<file path="src/hdl/aavd_pkg.sv">
`timescale 1ns / 1ps
// ----------------------------------------------------------------------------
// aavd_pkg: shared constants and types for the averaging voltmeter
// Widths of the item fields and the fixed-point constants for the block
// average, the volts scaling and the split into decimal digits.
// ----------------------------------------------------------------------------
package aavd_pkg;

	// Samples per block minus one, and digits on the display.
	localparam int BLOCK_LIMIT    = 10;
	localparam int DISPLAY_DIGITS = 6;

	localparam int SAMPLE_W = 12;
	localparam int SUM_W    = 16;
	localparam int CNT_W    = 4;
	localparam int UNITS_W  = 3;
	localparam int DIGIT_W  = 4;

	function automatic longint pow10(input int n);
		longint r;
		r = 1;
		for (int i = 0; i < n; i++) begin
			r = r * 10;
		end
		return r;
	endfunction

	// Block average: floor(sum / BLOCK_N) as (sum * AVG_RECIP) >> AVG_SHIFT,
	// exact for every SUM_W-bit sum.
	localparam int     BLOCK_N    = BLOCK_LIMIT + 1;
	localparam int     AVG_SHIFT  = SUM_W + $clog2(BLOCK_N);
	localparam longint AVG_RECIP  = ((longint'(1) << AVG_SHIFT) + BLOCK_N - 1) / BLOCK_N;
	localparam int     RECIP_W    = SUM_W + 1;
	localparam int     AVG_PROD_W = SUM_W + RECIP_W;

	// Volts in units of 10 uV: floor(avg * SCALE_MUL / 4096) * SCALE_PAD.
	localparam int     SCALE_DIGITS = (DISPLAY_DIGITS < 6) ? DISPLAY_DIGITS : 6;
	localparam longint SCALE_MUL    = 5 * pow10(SCALE_DIGITS - 1);
	localparam longint SCALE_PAD    = pow10(6 - SCALE_DIGITS);
	localparam int     SCALE_W      = 19;
	localparam int     PAD_W        = 14;
	localparam int     SCALE_SHIFT  = SAMPLE_W;
	localparam int     SPROD_W      = SAMPLE_W + SCALE_W;
	localparam int     V5_W         = 19;

	// Split at the thousands: hi = v5 / 1000 by reciprocal, lo = remainder.
	localparam longint DIV_K      = 1000;
	localparam int     HI_W       = 9;
	localparam int     LO_W       = 10;
	localparam int     HI_SHIFT   = V5_W + LO_W;
	localparam longint HI_RECIP   = ((longint'(1) << HI_SHIFT) + DIV_K - 1) / DIV_K;
	localparam int     HI_RECIP_W = 20;
	localparam int     HPROD_W    = V5_W + HI_RECIP_W;

	localparam int IN_DATA_W  = 16;
	localparam int OUT_DATA_W = 40;

	typedef logic [DIGIT_W-1:0] digit_t;

	typedef struct packed {
		digit_t hundreds;
		digit_t tens;
		digit_t ones;
	} bcd3_t;

endpackage

</file>
<file path="src/hdl/aavd_bin2bcd.sv">
`timescale 1ns / 1ps
// ----------------------------------------------------------------------------
// aavd_bin2bcd: three-digit binary to decimal converter
// Shift-and-add-3 conversion of a value below 1000 into three decimal digits.
// ----------------------------------------------------------------------------
module aavd_bin2bcd
	import aavd_pkg::*;
(
	input  logic [LO_W-1:0] bin,
	output bcd3_t           bcd
);

	always_comb begin
		logic [3*DIGIT_W-1:0] acc;
		acc = '0;
		for (int i = LO_W - 1; i >= 0; i--) begin
			// adjust each digit that would pass nine on the next shift
			for (int d = 0; d < 3; d++) begin
				if (acc[d*DIGIT_W +: DIGIT_W] >= DIGIT_W'(5)) begin
					acc[d*DIGIT_W +: DIGIT_W] = acc[d*DIGIT_W +: DIGIT_W] + DIGIT_W'(3);
				end
			end
			acc = {acc[3*DIGIT_W-2:0], bin[i]};
		end
		bcd = acc;
	end

endmodule

</file>
<file path="src/hdl/adc_average_volt_to_decimal_core.sv">
`timescale 1ns / 1ps
// ----------------------------------------------------------------------------
// adc_average_volt_to_decimal_core: block-averaging voltmeter with decimal out
// Sums converter samples over a block, takes the truncated mean, scales it to
// volts against a 5 V reference and gives the reading as six decimal digits.
// ----------------------------------------------------------------------------
//
// Channel  Dir  Fields in tdata (lowest bit first)
// -------  ---  ----------------------------------------------------------------
// s_*      in   sample[11:0], zero pad [15:12]
// m_*      out  average_code[11:0], volts_units[14:12], tenths[18:15],
//               hundredths[22:19], thousandths[26:23], ten_thousandths[30:27],
//               hundred_thousandths[34:31], zero pad [39:35]
//
// One item is taken per cycle while s_tready is high. A block closes on its last
// sample and its result passes through stages s1 to s7 into the output
// register; samples that do not close a block give no result.
// The pipeline advances as a whole whenever the output register is empty or
// being taken, so a stalled result holds every stage and s_tready.
// Reset clears the running sum, the sample count and all stage valid bits.
// ----------------------------------------------------------------------------
module adc_average_volt_to_decimal_core
	import aavd_pkg::*;
(
	input  logic                  clk,
	input  logic                  arst_n,
	input  logic                  s_tvalid,
	output logic                  s_tready,
	input  logic [IN_DATA_W-1:0]  s_tdata,   // sample[11:0]
	output logic                  m_tvalid,
	input  logic                  m_tready,
	output logic [OUT_DATA_W-1:0] m_tdata    // average_code, volts_units, 5 digits
);

	// Pipeline advance: the output register is empty or is being taken.
	logic adv;
	logic s_accept;

	// Open block state.
	logic [SUM_W-1:0]   sum_q;
	logic [CNT_W-1:0]   count_q;
	logic [SUM_W-1:0]   total;
	logic [CNT_W:0]     cnt_inc;
	logic               close_blk;

	// Stage valid bits.
	logic vld_s1, vld_s2, vld_s3, vld_s4, vld_s5, vld_s6, vld_s7;
	logic out_vld_q;

	// Stage payloads.
	logic [SUM_W-1:0]      tot_s1;
	logic [AVG_PROD_W-1:0] prod_s2;
	logic [SAMPLE_W-1:0]   avg_s3, avg_s4, avg_s5, avg_s6, avg_s7;
	logic [SPROD_W-1:0]    sprod_s4;
	logic [V5_W-1:0]       v5_s5, v5_s6;
	logic [HPROD_W-1:0]    hprod_s6;
	logic [HI_W-1:0]       hi_s7;
	logic [LO_W-1:0]       lo_s7;

	// Comb helpers.
	logic [SPROD_W-1:0]    scaled;
	logic [V5_W+PAD_W-1:0] padded;
	logic [HI_W-1:0]       hi;
	logic [V5_W-1:0]       hi_k;
	logic [LO_W-1:0]       lo;
	bcd3_t                 hi_bcd, lo_bcd;

	// Output register fields.
	logic [SAMPLE_W-1:0] avg_q;
	logic [UNITS_W-1:0]  units_q;
	digit_t              tenths_q, hundredths_q, thousandths_q;
	digit_t              ten_thou_q, hund_thou_q;

	assign adv      = !out_vld_q || m_tready;
	assign s_tready = adv;
	assign s_accept = s_tvalid && adv;

	// Accumulate: the count is one bit wider so the largest limit still closes.
	assign total     = sum_q + SUM_W'(s_tdata[SAMPLE_W-1:0]);
	assign cnt_inc   = {1'b0, count_q} + (CNT_W+1)'(1);
	assign close_blk = cnt_inc > (CNT_W+1)'(BLOCK_LIMIT);

	always_ff @(posedge clk or negedge arst_n) begin
		if (!arst_n) begin
			sum_q     <= '0;
			count_q   <= '0;
			vld_s1    <= 1'b0;
			vld_s2    <= 1'b0;
			vld_s3    <= 1'b0;
			vld_s4    <= 1'b0;
			vld_s5    <= 1'b0;
			vld_s6    <= 1'b0;
			vld_s7    <= 1'b0;
			out_vld_q <= 1'b0;
		end else begin
			if (s_accept) begin
				if (close_blk) begin
					// close the block: clear for the next one
					sum_q   <= '0;
					count_q <= '0;
				end else begin
					sum_q   <= total;
					count_q <= cnt_inc[CNT_W-1:0];
				end
			end
			if (adv) begin
				vld_s1    <= s_accept && close_blk;
				vld_s2    <= vld_s1;
				vld_s3    <= vld_s2;
				vld_s4    <= vld_s3;
				vld_s5    <= vld_s4;
				vld_s6    <= vld_s5;
				vld_s7    <= vld_s6;
				out_vld_q <= vld_s7;
			end
		end
	end

	// Volts scaling and thousands split.
	assign scaled = sprod_s4 >> SCALE_SHIFT;
	assign padded = (V5_W+PAD_W)'(scaled[V5_W-1:0]) * (V5_W+PAD_W)'(SCALE_PAD);
	assign hi     = hprod_s6[HI_SHIFT +: HI_W];
	assign hi_k   = V5_W'(hi) * V5_W'(DIV_K);
	assign lo     = LO_W'(v5_s6 - hi_k);

	always_ff @(posedge clk) begin
		if (adv) begin
			// s1: closing sum of the block
			tot_s1   <= total;
			// s2: sum times reciprocal of the block size
			prod_s2  <= AVG_PROD_W'(tot_s1) * AVG_PROD_W'(AVG_RECIP);
			// s3: truncated mean
			avg_s3   <= prod_s2[AVG_SHIFT +: SAMPLE_W];
			// s4: mean times the volts scale
			sprod_s4 <= SPROD_W'(avg_s3) * SPROD_W'(SCALE_MUL);
			avg_s4   <= avg_s3;
			// s5: reading in units of 10 uV
			v5_s5    <= padded[V5_W-1:0];
			avg_s5   <= avg_s4;
			// s6: reading times reciprocal of 1000
			hprod_s6 <= HPROD_W'(v5_s5) * HPROD_W'(HI_RECIP);
			v5_s6    <= v5_s5;
			avg_s6   <= avg_s5;
			// s7: upper and lower three digits in binary
			hi_s7    <= hi;
			lo_s7    <= lo;
			avg_s7   <= avg_s6;
			// output: decimal digits
			avg_q         <= avg_s7;
			units_q       <= hi_bcd.hundreds[UNITS_W-1:0];
			tenths_q      <= hi_bcd.tens;
			hundredths_q  <= hi_bcd.ones;
			thousandths_q <= lo_bcd.hundreds;
			ten_thou_q    <= lo_bcd.tens;
			hund_thou_q   <= lo_bcd.ones;
		end
	end

	aavd_bin2bcd u_hi_bcd (
		.bin (LO_W'(hi_s7)),
		.bcd (hi_bcd)
	);

	aavd_bin2bcd u_lo_bcd (
		.bin (lo_s7),
		.bcd (lo_bcd)
	);

	assign m_tvalid = out_vld_q;
	assign m_tdata  = {(OUT_DATA_W-SAMPLE_W-UNITS_W-5*DIGIT_W)'(0),
		hund_thou_q, ten_thou_q, thousandths_q, hundredths_q, tenths_q,
		units_q, avg_q};

endmodule
</file>
<file path="config.mk">
export PLATFORM = sky130hd
export DESIGN_NAME = adc_average_volt_to_decimal_core
export DESIGN_NICKNAME = d
export VERILOG_FILES = /design/src/hdl/aavd_pkg.sv /design/src/hdl/aavd_bin2bcd.sv /design/src/hdl/adc_average_volt_to_decimal_core.sv
export SDC_FILE = /design/constraint.sdc
export NUM_CORES = 1
export LEC_CHECK = 0
export BUFFER_PORTS_ARGS = -buffer_cell sky130_fd_sc_hd__clkbuf_2
export CORE_MARGIN = 2
export CORE_UTILIZATION = 55
export DETAILED_ROUTE_END_ITERATION = 16
export GPL_ROUTABILITY_DRIVEN = 1
export PLACE_DENSITY = 0.73
export SYNTH_ARGS = -nofsm -noshare
export SYNTH_HDL_FRONTEND = slang
export SYNTH_SLANG_ARGS = --single-unit
</file>
<file path="constraint.sdc">
create_clock -name clk -period 10.2 [get_ports clk]
set_input_delay 0.51 -clock clk [delete_from_list [all_inputs] [get_ports clk]]
set_output_delay 0.51 -clock clk [all_outputs]
set_load 0.005 [all_outputs]
</file>
* Word-level counts from Yosys, hierarchy flattened *
Index checks and enable logic that the tools add are counted.

word-level totals
  register bits = 282
  bits in latches = 0
  RAM bits = 0
  ROM bits = 0
  input port bits = 20
  output and inout bits = 42
  memories kept = 0

cells by class
  add/sub/neg operators = 27
  multiply operators = 4
  div/mod/pow operators = 0
  $lt $le $gt $ge = 25
  equal/unequal tests = 0
  shift-type cells = 0
  mux-type cells = 26
  bitwise logic cells = 0
  reductions and logical operators = 4

operators by type and width
  kind                                                                                  count
  4-bit two-way mux                                                                     23
  4-bit by 2-bit adder with 4-bit output (second input constant)                        18
  4-bit by 3-bit greater-or-equal comparator with 1-bit output (second input constant)  18
  19-bit by 20-bit multiplier with 38-bit output (second input constant)                1
  16-bit by 16-bit multiplier with 31-bit output (second input constant)                1
  12-bit by 14-bit multiplier with 26-bit output (second input constant)                1
  16-bit by 12-bit adder with 16-bit output                                             1
  16-bit two-way mux                                                                    1
  3-bit greater-or-equal comparator (second input constant)                             5
  3-bit by 2-bit adder with 4-bit output (second input constant)                        3
  10-bit subtractor                                                                     1
  9-bit by 7-bit multiplier with 7-bit output (second input constant)                   1
  4-bit by 1-bit adder with 5-bit output (second input constant)                        1
  5-bit by 4-bit > comparator with 1-bit output (second input constant)                 1
  2-bit by 2-bit adder with 3-bit output (second input constant)                        1
  3-bit by 2-bit adder with 3-bit output (second input constant)                        1
  2-bit by 3-bit greater-or-equal comparator with 1-bit output (second input constant)  1
  3-bit two-way mux                                                                     1
  2-bit adder (second input constant)                                                   1
  1-bit logical AND                                                                     2
  2-bit two-way mux                                                                     1
  1-bit logical NOT                                                                     1
  1-bit logical OR                                                                      1

* Logic depth before layout (Yosys ltp) *
Gate-level depths: netlist of run 1.

  depth after elaboration = 14
  mapped depth = 30
  gate-level depth less buffers = 30

* Hierarchy *
Synthesis of run 1 repeated with hierarchy kept, for this count alone.

unflattened totals
  cells, all modules = 2168
  area, all modules = 23717.7 um^2

by module, submodules not included
  module                            instances  cells each  area an instance (um^2)
  adc_average_volt_to_decimal_core  1          1724        20497.2
  aavd_bin2bcd                      2          222         1610.3

* Least setup slack after synthesis of run 1 *
No wires, ideal clock.

  path kind = reg2reg
  start = register lo_s7[8]
  end = register ten_thou_q[3] (data pin)
  library setup time = 0.260 ns
  data arrival time = 6.890 ns
  data required time = 9.940 ns
  setup slack = 3.050 ns
  cell stages (with the launch flop) = 30
  period minus slack after synthesis = 7.150 ns
  cells stage by stage = edfxtp_1 > inv_1 > ha_1 > o21ai_1 > xnor2_1 > ha_1 > nand2b_1 > a32oi_4 > xnor2_2 > ha_1 > nor2b_1 > nor4_1 > or2_2 > ha_1 > a21oi_1 > mux2_2 > nor4_1 > nor2_1 > ha_1 > or4_1 > nor3_1 > nor4_1 > a21o_1 > mux2i_2 > ha_1 > nor3b_1 > o31a_1 > o22ai_4 > nor2b_1 > mux2_2

RTL lines
  what                    RTL line                                 text
  start, declared         adc_average_volt_to_decimal_core.sv:58   logic [LO_W-1:0] lo_s7;
  start signal, assigned  adc_average_volt_to_decimal_core.sv:146  lo_s7 <= lo;
  end signal, assigned    adc_average_volt_to_decimal_core.sv:154  ten_thou_q <= lo_bcd.tens;
  end, declared           adc_average_volt_to_decimal_core.sv:72   digit_t ten_thou_q, hund_thou_q;

==> summary.txt, run 1 <==
Finish
  • Layout cells sized above 1: around 6.6%
  • FILL cells: around 3200
  • Layout area overhead: 7.63%
  • Layout Nets: 2780
  • Ant diodes: 0

Placement
  • Final HPWL from detailed placement: 32300 µm
  • GPL Wtd Cong: 0.902
  • Buffers on Ports: 52

GRT
  • Largest net degree at the start of global routing: 91
  • Busiest metal layer after global routing: met2
  • Initial antenna violation count: 0
  • Met1 global-route usage: 26.8%
  • M3 GR Usage: 2.68%
  • Vias in the first global route: roughly 15000
  • Remaining global-route overflow: 0
  • Met2 global-route usage: around 34%
  • First-pass GRT wire length: 71000 µm
  • All-Layer GR Usage: 19.9%

Logic synthesis
  • Asr flop ratio synth: around 12%
  • Mapped Area: around 23000 µm²
  • Yosys top cell area share: 26.2%
  • Biggest area consumer among synthesized cells: edfxtp_1
  • Synth warnings: 0
  • EDFF count, synth: just under 200
  • Mapped Cells: 2037
  • Synthesized flop and latch total: 227
  • Area contributors post-synth: edfxtp_1 26%, ha_1 24%, fa_1 19%
  • Average size of a mapped cell: 11.2 µm²
  • Count of cell types in the netlist: 87
  • Post-synthesis sequential area ratio: 29.3%
  • Most common flop cell mapped by yosys: edfxtp_1

Floorplan
  • Initial Util: between 50% and 60%
  • Die ar.: 43000 µm²
  • Die Span X: approximately 210 µm
  • I/O pins: 62
  • Site row count: 74
  • Die Ht: 207 µm
  • Core Region: between 40000 and 50000 µm²

Timing
  • Period utilization: 81.0%
  • Fmax: 121 MHz
  • RSZ-0062 raised after global routing: false
  • Slew Limit Fails: 0
  • Setup TNS: 0 ps
  • Final hold viol count: 0
  • Endpoints failing setup: 0
  • Slew headroom: between 20% and 30%
  • Final clock skew: 13.2 ps
  • Slew @ Worst Pin: 1100 ps
  • Minimum clock period: 8270 ps

Clock tree
  • TritonCTS buffer count: 26
  • CTS tree: built
  • Root Buffer: clkbuf_16
  • Skew-Pair Late Insertion Delay: 560 ps
  • Max Root-Sink Buffers: 3
  • CTS HTree Levels: 1
  • Clock sinks: 227
  • Register clock-pin slew on the reported worst setup and hold paths: 60 ps
  • PostCTS Resize Cnt: 0

Worst setup path
  • Largest stage delay, worst path: about 650 ps
  • Worst Path Max Fanout: 9
  • Kind of critical path: flip-flop to flip-flop
  • Reg2reg end: ten_thou_q[3]$_DFFE_PN_
  • Data arrival time of the critical path: 8560 ps
  • Worst path most repeated cell: ha_1
  • Critical Path Start Type: flip-flop
  • Critical Path Slowest Stage Cell: nor4_1
  • Buf+Inv Stages, Crit Path: 1
  • Crit end category: flip-flop
  • Worst path required time: 10490 ps
  • FF-to-FF path depth: 29
  • FF-to-FF setup slack: 1930 ps
  • Crit-path leading delay family: simple AND/OR/NAND/NOR gates
  • Reg-to-reg startpoint: lo_s7[8]$_DFFE_PN_

Drt
  • Pre-antenna DRT Iters: 5
  • Drt wl/cell: 15.5 µm
  • Residual DRC count: 0
  • Antenna-violating nets left: 0
  • Vias: 14200
  • First DRT Iteration DRCs: between 600 and 700
  • Drt total wl: 41000 µm
  • Vias per cell: 5.34

Status
  • Outcome: complete, no violations

Hold path
  • WHS Endpoint: tot_s1[0]$_DFFE_PN_
  • Worst hold start: s_tdata[0]
  • Hold Path Depth: 2
  • Worst min path class: input pin to flip-flop

Flow run
  • Max-cap viol count: 0
==> layer usage <==
metal  routed length [µm]  share of wire (%)
met1                18500                 45
met2                20000                 49
met3                 1440                3.5
met4                 1040                2.5
met5                    0                  0
==> worst max path at each step <==
stage | endpoint | cells after the start | from
floorplan | ten_thou_q[3]$_DFFE_PN_ | 29 | lo_s7[8]$_DFFE_PN_
global placement | thousandths_q[1]$_DFFE_PN_ | 30 | lo_s7[8]$_DFFE_PN_
detailed placement | ten_thou_q[3]$_DFFE_PN_ | 29 | lo_s7[8]$_DFFE_PN_
CTS | ten_thou_q[3]$_DFFE_PN_ | 29 | lo_s7[8]$_DFFE_PN_
global route | thousandths_q[1]$_DFFE_PN_ | 30 | lo_s7[8]$_DFFE_PN_
finish | ten_thou_q[3]$_DFFE_PN_ | 29 | lo_s7[8]$_DFFE_PN_
==> cell families (layout without fill, tap and decap cells) <==
kind of cell    count (synthesis)  after routing  synth area share [%]
mux                            30             30                  1.49
fa+ha+maj                     661            661                  43.5
xor+xnor                       89             89                  3.49
flops                         227            227                  29.3
simple gates                  284            284                  6.08
other cells                     1              5                0.0165
buf+inv                       466            544                  7.80
compound gates                279            279                  8.34
==> cells in the mapped netlist, drive strengths merged (8+ instances only) <==
library cell	n
buf	10
a211oi	9
clkbuf	16
nand2	91
mux2	9
a21o	27
edfxtp	199
nor2	59
fa	217
ha	444
a21boi	10
o21a	19
xor2	22
xnor2	67
a21oi	66
a22o	9
nor3	27
nor2b	19
nand2b	19
and2	8
a31oi	12
nand3	14
mux2i	21
inv	439
dfrtp	28
or2	9
nor4	10
o21ai	65
==> through the flow <==
step	setup WS, ps	util, %	hold slack (ps)	instances	cell area [µm²]
after floorplan	3050	-	214	2041	22800
after global placement	2310	57.8	402	2602	23600
after detailed placement	2090	57.8	405	2602	23600
after CTS	2030	60.0	254	2651	24500
after global routing	1280	60.0	266	2651	24500
final	1930	60.0	284	2651	24500
==> flip-flops by register name, indices dropped and copies added (netlist names), 12 cells and up <==
| signal | count |
|---|---|
| avg_s3 | 12 |
| avg_s5 | 12 |
| prod_s2 | 12 |
| tot_s1 | 16 |
| sum_q | 16 |
| avg_s6 | 12 |
| sprod_s4 | 19 |
| avg_s7 | 12 |
| avg_s4 | 12 |
| avg_q | 12 |
| v5_s5 | 19 |
==> cell usage in the layout, fill, tap and decap left out, drive strengths merged, types with 4 or more instances in the layout <==
cell	instances
edfxtp	199
and3	5
a22o	9
clkbuf	80
o31ai	7
a21oi	66
o21ai	65
nor3b	5
mux2	9
and2	8
a31oi	12
o22ai	4
nor4	10
o21bai	6
conb	5
nand3	14
dfrtp	28
xor2	22
or3	6
bufinv	4
a21o	27
o21a	19
o31a	4
o32a	4
nand2b	19
clkinv	12
nor3	27
inv	441
a211oi	9
xnor2	67
or2	9
fa	217
a2111oi	5
nor2	59
nand2	91
ha	444
nor2b	19
a21boi	10
a221oi	4
mux2i	21
==> timing repair <==
item | 4_1_cts | 5_1_grt
setup buffers | 0 | 0
hold buffers | 1 | 0
hold endpoints to repair | 28 | 0
==> area by class of cell <==
type / instances / area, µm² / area share [%]
clock buffer: 28 / 658 / 2.69
clock inverter: 20 / 221 / 0.904
inverter: 440 / 1660 / 6.77
multi-input combinational: 1348 / 14300 / 58.5
sequential: 227 / 6680 / 27.2
tap: 532 / 666 / 2.72
timing repair buffer: 56 / 293 / 1.19
Power of run 1 is not shown: default switching activity piles up to over one toggle a cycle in this logic, so the estimate is an artifact.
==> run 2, diff against run 1 <==
Settings changed: PLACE_DENSITY 0.73 to 0.75.
Clock period 10.2 ns to 6.9 ns, I/O delays scaled along.
==> summary.txt, run 2 (same netlist as run 1, synthesis figures left out) <==
Worst setup path
  • Data arrival time of the critical path: 6830 ps (was 8560 ps)
  • Kind of critical path: flip-flop to flip-flop (unchanged)
  • FF-to-FF setup slack: 360 ps (was 1930 ps)
  • Worst Path Max Fanout: 8 (was 9)
  • Critical Path Start Type: flip-flop (unchanged)
  • Reg2reg end: ten_thou_q[3]$_DFFE_PN_ (unchanged)
  • Worst path required time: 7190 ps (was 10490 ps)
  • FF-to-FF path depth: 27 (was 29)
  • Crit end category: flip-flop (unchanged)
  • Reg-to-reg startpoint: lo_s7[7]$_DFFE_PN_ (was lo_s7[8]$_DFFE_PN_)

Clock tree
  • CTS tree: built (unchanged)
  • TritonCTS buffer count: 25 (was 26)
  • Skew-Pair Late Insertion Delay: 540 ps (was 560 ps)
  • Register clock-pin slew on the reported worst setup and hold paths: 60 ps (about the same)
  • Root Buffer: clkbuf_16 (unchanged)
  • Max Root-Sink Buffers: 3 (unchanged)
  • Clock sinks: 227 (unchanged)
  • CTS HTree Levels: 1 (unchanged)

Finish
  • Layout area overhead: 9.42% (was 7.63%)
  • Layout Nets: 2826 (was 2780)
  • Ant diodes: 0 (unchanged)
  • Most common cell after layout, fill and taps aside: ha_1 (unchanged)
  • Layout cells sized above 1: 9.20% (was 6.56%)
  • Commonest cells after routing, fill and taps aside: 441 x ha_1, 438 x inv_1, 217 x fa_1 (was 444 x ha_1, 438 x inv_1, 217 x fa_1)
  • Biggest regs: sprod_s4 x19, v5_s5 x19 (unchanged)

Drt
  • First DRT Iteration DRCs: 596 (was 662)
  • Drt total wl: 43600 µm (was 41000 µm)
  • Residual DRC count: 0 (unchanged)
  • Vias: 14700 (was 14200)
  • Pre-antenna DRT Iters: 5 (unchanged)
  • Drt wl/cell: 16.2 µm (was 15.5 µm)
  • Antenna-violating nets left: 0 (unchanged)
  • Vias per cell: 5.43 (was 5.34)

Floorplan
  • Die ar.: 43000 µm² (unchanged)
  • Die Ht: 207 µm (unchanged)
  • Core Region: 40800 µm² (unchanged)
  • Site row count: 74 (unchanged)
  • Initial Util: 55.8% (unchanged)
  • Die Span X: 207 µm (unchanged)
  • I/O pins: 62 (unchanged)

Status
  • Outcome: complete, no violations (unchanged)

GRT
  • First-pass GRT wire length: 73500 µm (was 71000 µm)
  • All-Layer GR Usage: 20.7% (was 19.9%)
  • Vias in the first global route: 15500 (was 14800)
  • Initial antenna violation count: 0 (unchanged)
  • Remaining global-route overflow: 0 (unchanged)
  • Largest net degree at the start of global routing: 124 (was 91)

Timing
  • Slew @ Worst Pin: 1120 ps (was 1100 ps)
  • Period utilization: 94.8% (was 81.0%)
  • Final hold viol count: 0 (unchanged)
  • Fmax: 153 MHz (was 121 MHz)
  • Final setup margin: 359 ps (was 1930 ps)
  • Minimum clock period: 6540 ps (was 8270 ps)
  • Slew Limit Fails: 0 (unchanged)
  • Final clock skew: 17.2 ps (was 13.2 ps)
  • Endpoints failing setup: 0 (unchanged)
  • Slew headroom: 25.6% (was 24.9%)

Hold path
  • Hold Path Depth: 2 (unchanged)
  • WHS Endpoint: tot_s1[0]$_DFFE_PN_ (unchanged)
  • Worst hold start: s_tdata[0] (unchanged)
  • Worst min path class: input pin to flip-flop (unchanged)

Placement
  • Pre-CTS WS: -128 ps (was 2090 ps)
  • GPL Wtd Cong: 0.926 (was 0.902)
  • Buffers on Ports: 52 (unchanged)
  • Final HPWL from detailed placement: 33900 µm (was 32300 µm)

Flow run
  • Max-cap viol count: 0 (unchanged)
## run 2: cell count changes in the layout (fill, tap and decap cells not counted), sizes merged
cell,before,now
buf,3,50
clkinv,12,11
clkbuf,80,79
bufinv,4,3
inv,441,442
## run 2: area by class of cell
type                    count  area, µm²
clock inverters            19        204
repair buffers            103        649
well taps                 532        666
clock buffers              27        633
flip-flops and latches    227       6680
inverters                 440       1660
multi-input cells        1348      14400
fillers                  3188      15900
## run 2: repair_timing
| item | CTS | global route |
|---|---|---|
| hold buffers | 1 | 0 |
| buffers inserted | 0 | 22 |
| gates resized for setup | 5 | 11 |
| endpoints found under the setup margin | 7 | 9 |
| hold endpoints to repair | 28 | 0 |
| pin swaps | 0 | 4 |
## run 2: metrics by stage
stage	util (%)	TNS, ps	hold WS [ps]	area, µm²	cells
final	61.0	0	137	24900	2696
after CTS	60.5	0	114	24700	2674
after floorplan	-	0	49.4	22800	2041
after global routing	61.0	-13.0	141	24900	2696
after detailed placement	58.3	-373	405	23800	2627
after global placement	58.3	0	400	23800	2627
## run 2: worst max-delay path, stage by stage, from the launching register on
cell      delay [ps]
edfxtp_1         430
ha_1             260
o21ai_2          180
xnor2_2          160
ha_2             240
nand2b_1         130
a32oi_4          300
buf_6            180
mux2_2           410
nor4_4           280
or2_4            170
ha_1             180
a21oi_1           50
mux2_2           330
nor4_4           260
nor2_1           110
ha_1             270
or4_1            550
nor3_2           140
nor4_1           100
a21o_1           240
mux2i_4          190
ha_2             230
nor3b_1           50
o31a_1           320
o22ai_4          210
nor2b_1           70
mux2_2           260
## run 2: routing by layer
| layer | track usage [%] | vias up | wire length, µm |
|---|---|---|---|
| met4 | 5.47 | 0 | 1100 |
| li1 | - | 7057 | - |
| met1 | 27.4 | 7224 | 19100 |
| met3 | 2.78 | 67 | 1850 |
| met5 | 0 | - | 0 |
| met2 | 35.9 | 302 | 21600 |
## run 2: worst max-delay path by stage
stage                       start                    endpoint  slack, ps
6_report       lo_s7[7]$_DFFE_PN_     ten_thou_q[3]$_DFFE_PN_        360
5_1_grt        lo_s7[7]$_DFFE_PN_  thousandths_q[1]$_DFFE_PN_        -10
4_1_cts        lo_s7[7]$_DFFE_PN_     ten_thou_q[3]$_DFFE_PN_         60
2_1_floorplan  lo_s7[8]$_DFFE_PN_     ten_thou_q[3]$_DFFE_PN_          6
3_5_place_dp   lo_s7[7]$_DFFE_PN_  thousandths_q[1]$_DFFE_PN_       -130
3_3_place_gp   lo_s7[7]$_DFFE_PN_  thousandths_q[1]$_DFFE_PN_        150
Power of run 2 is left out for the same reason.
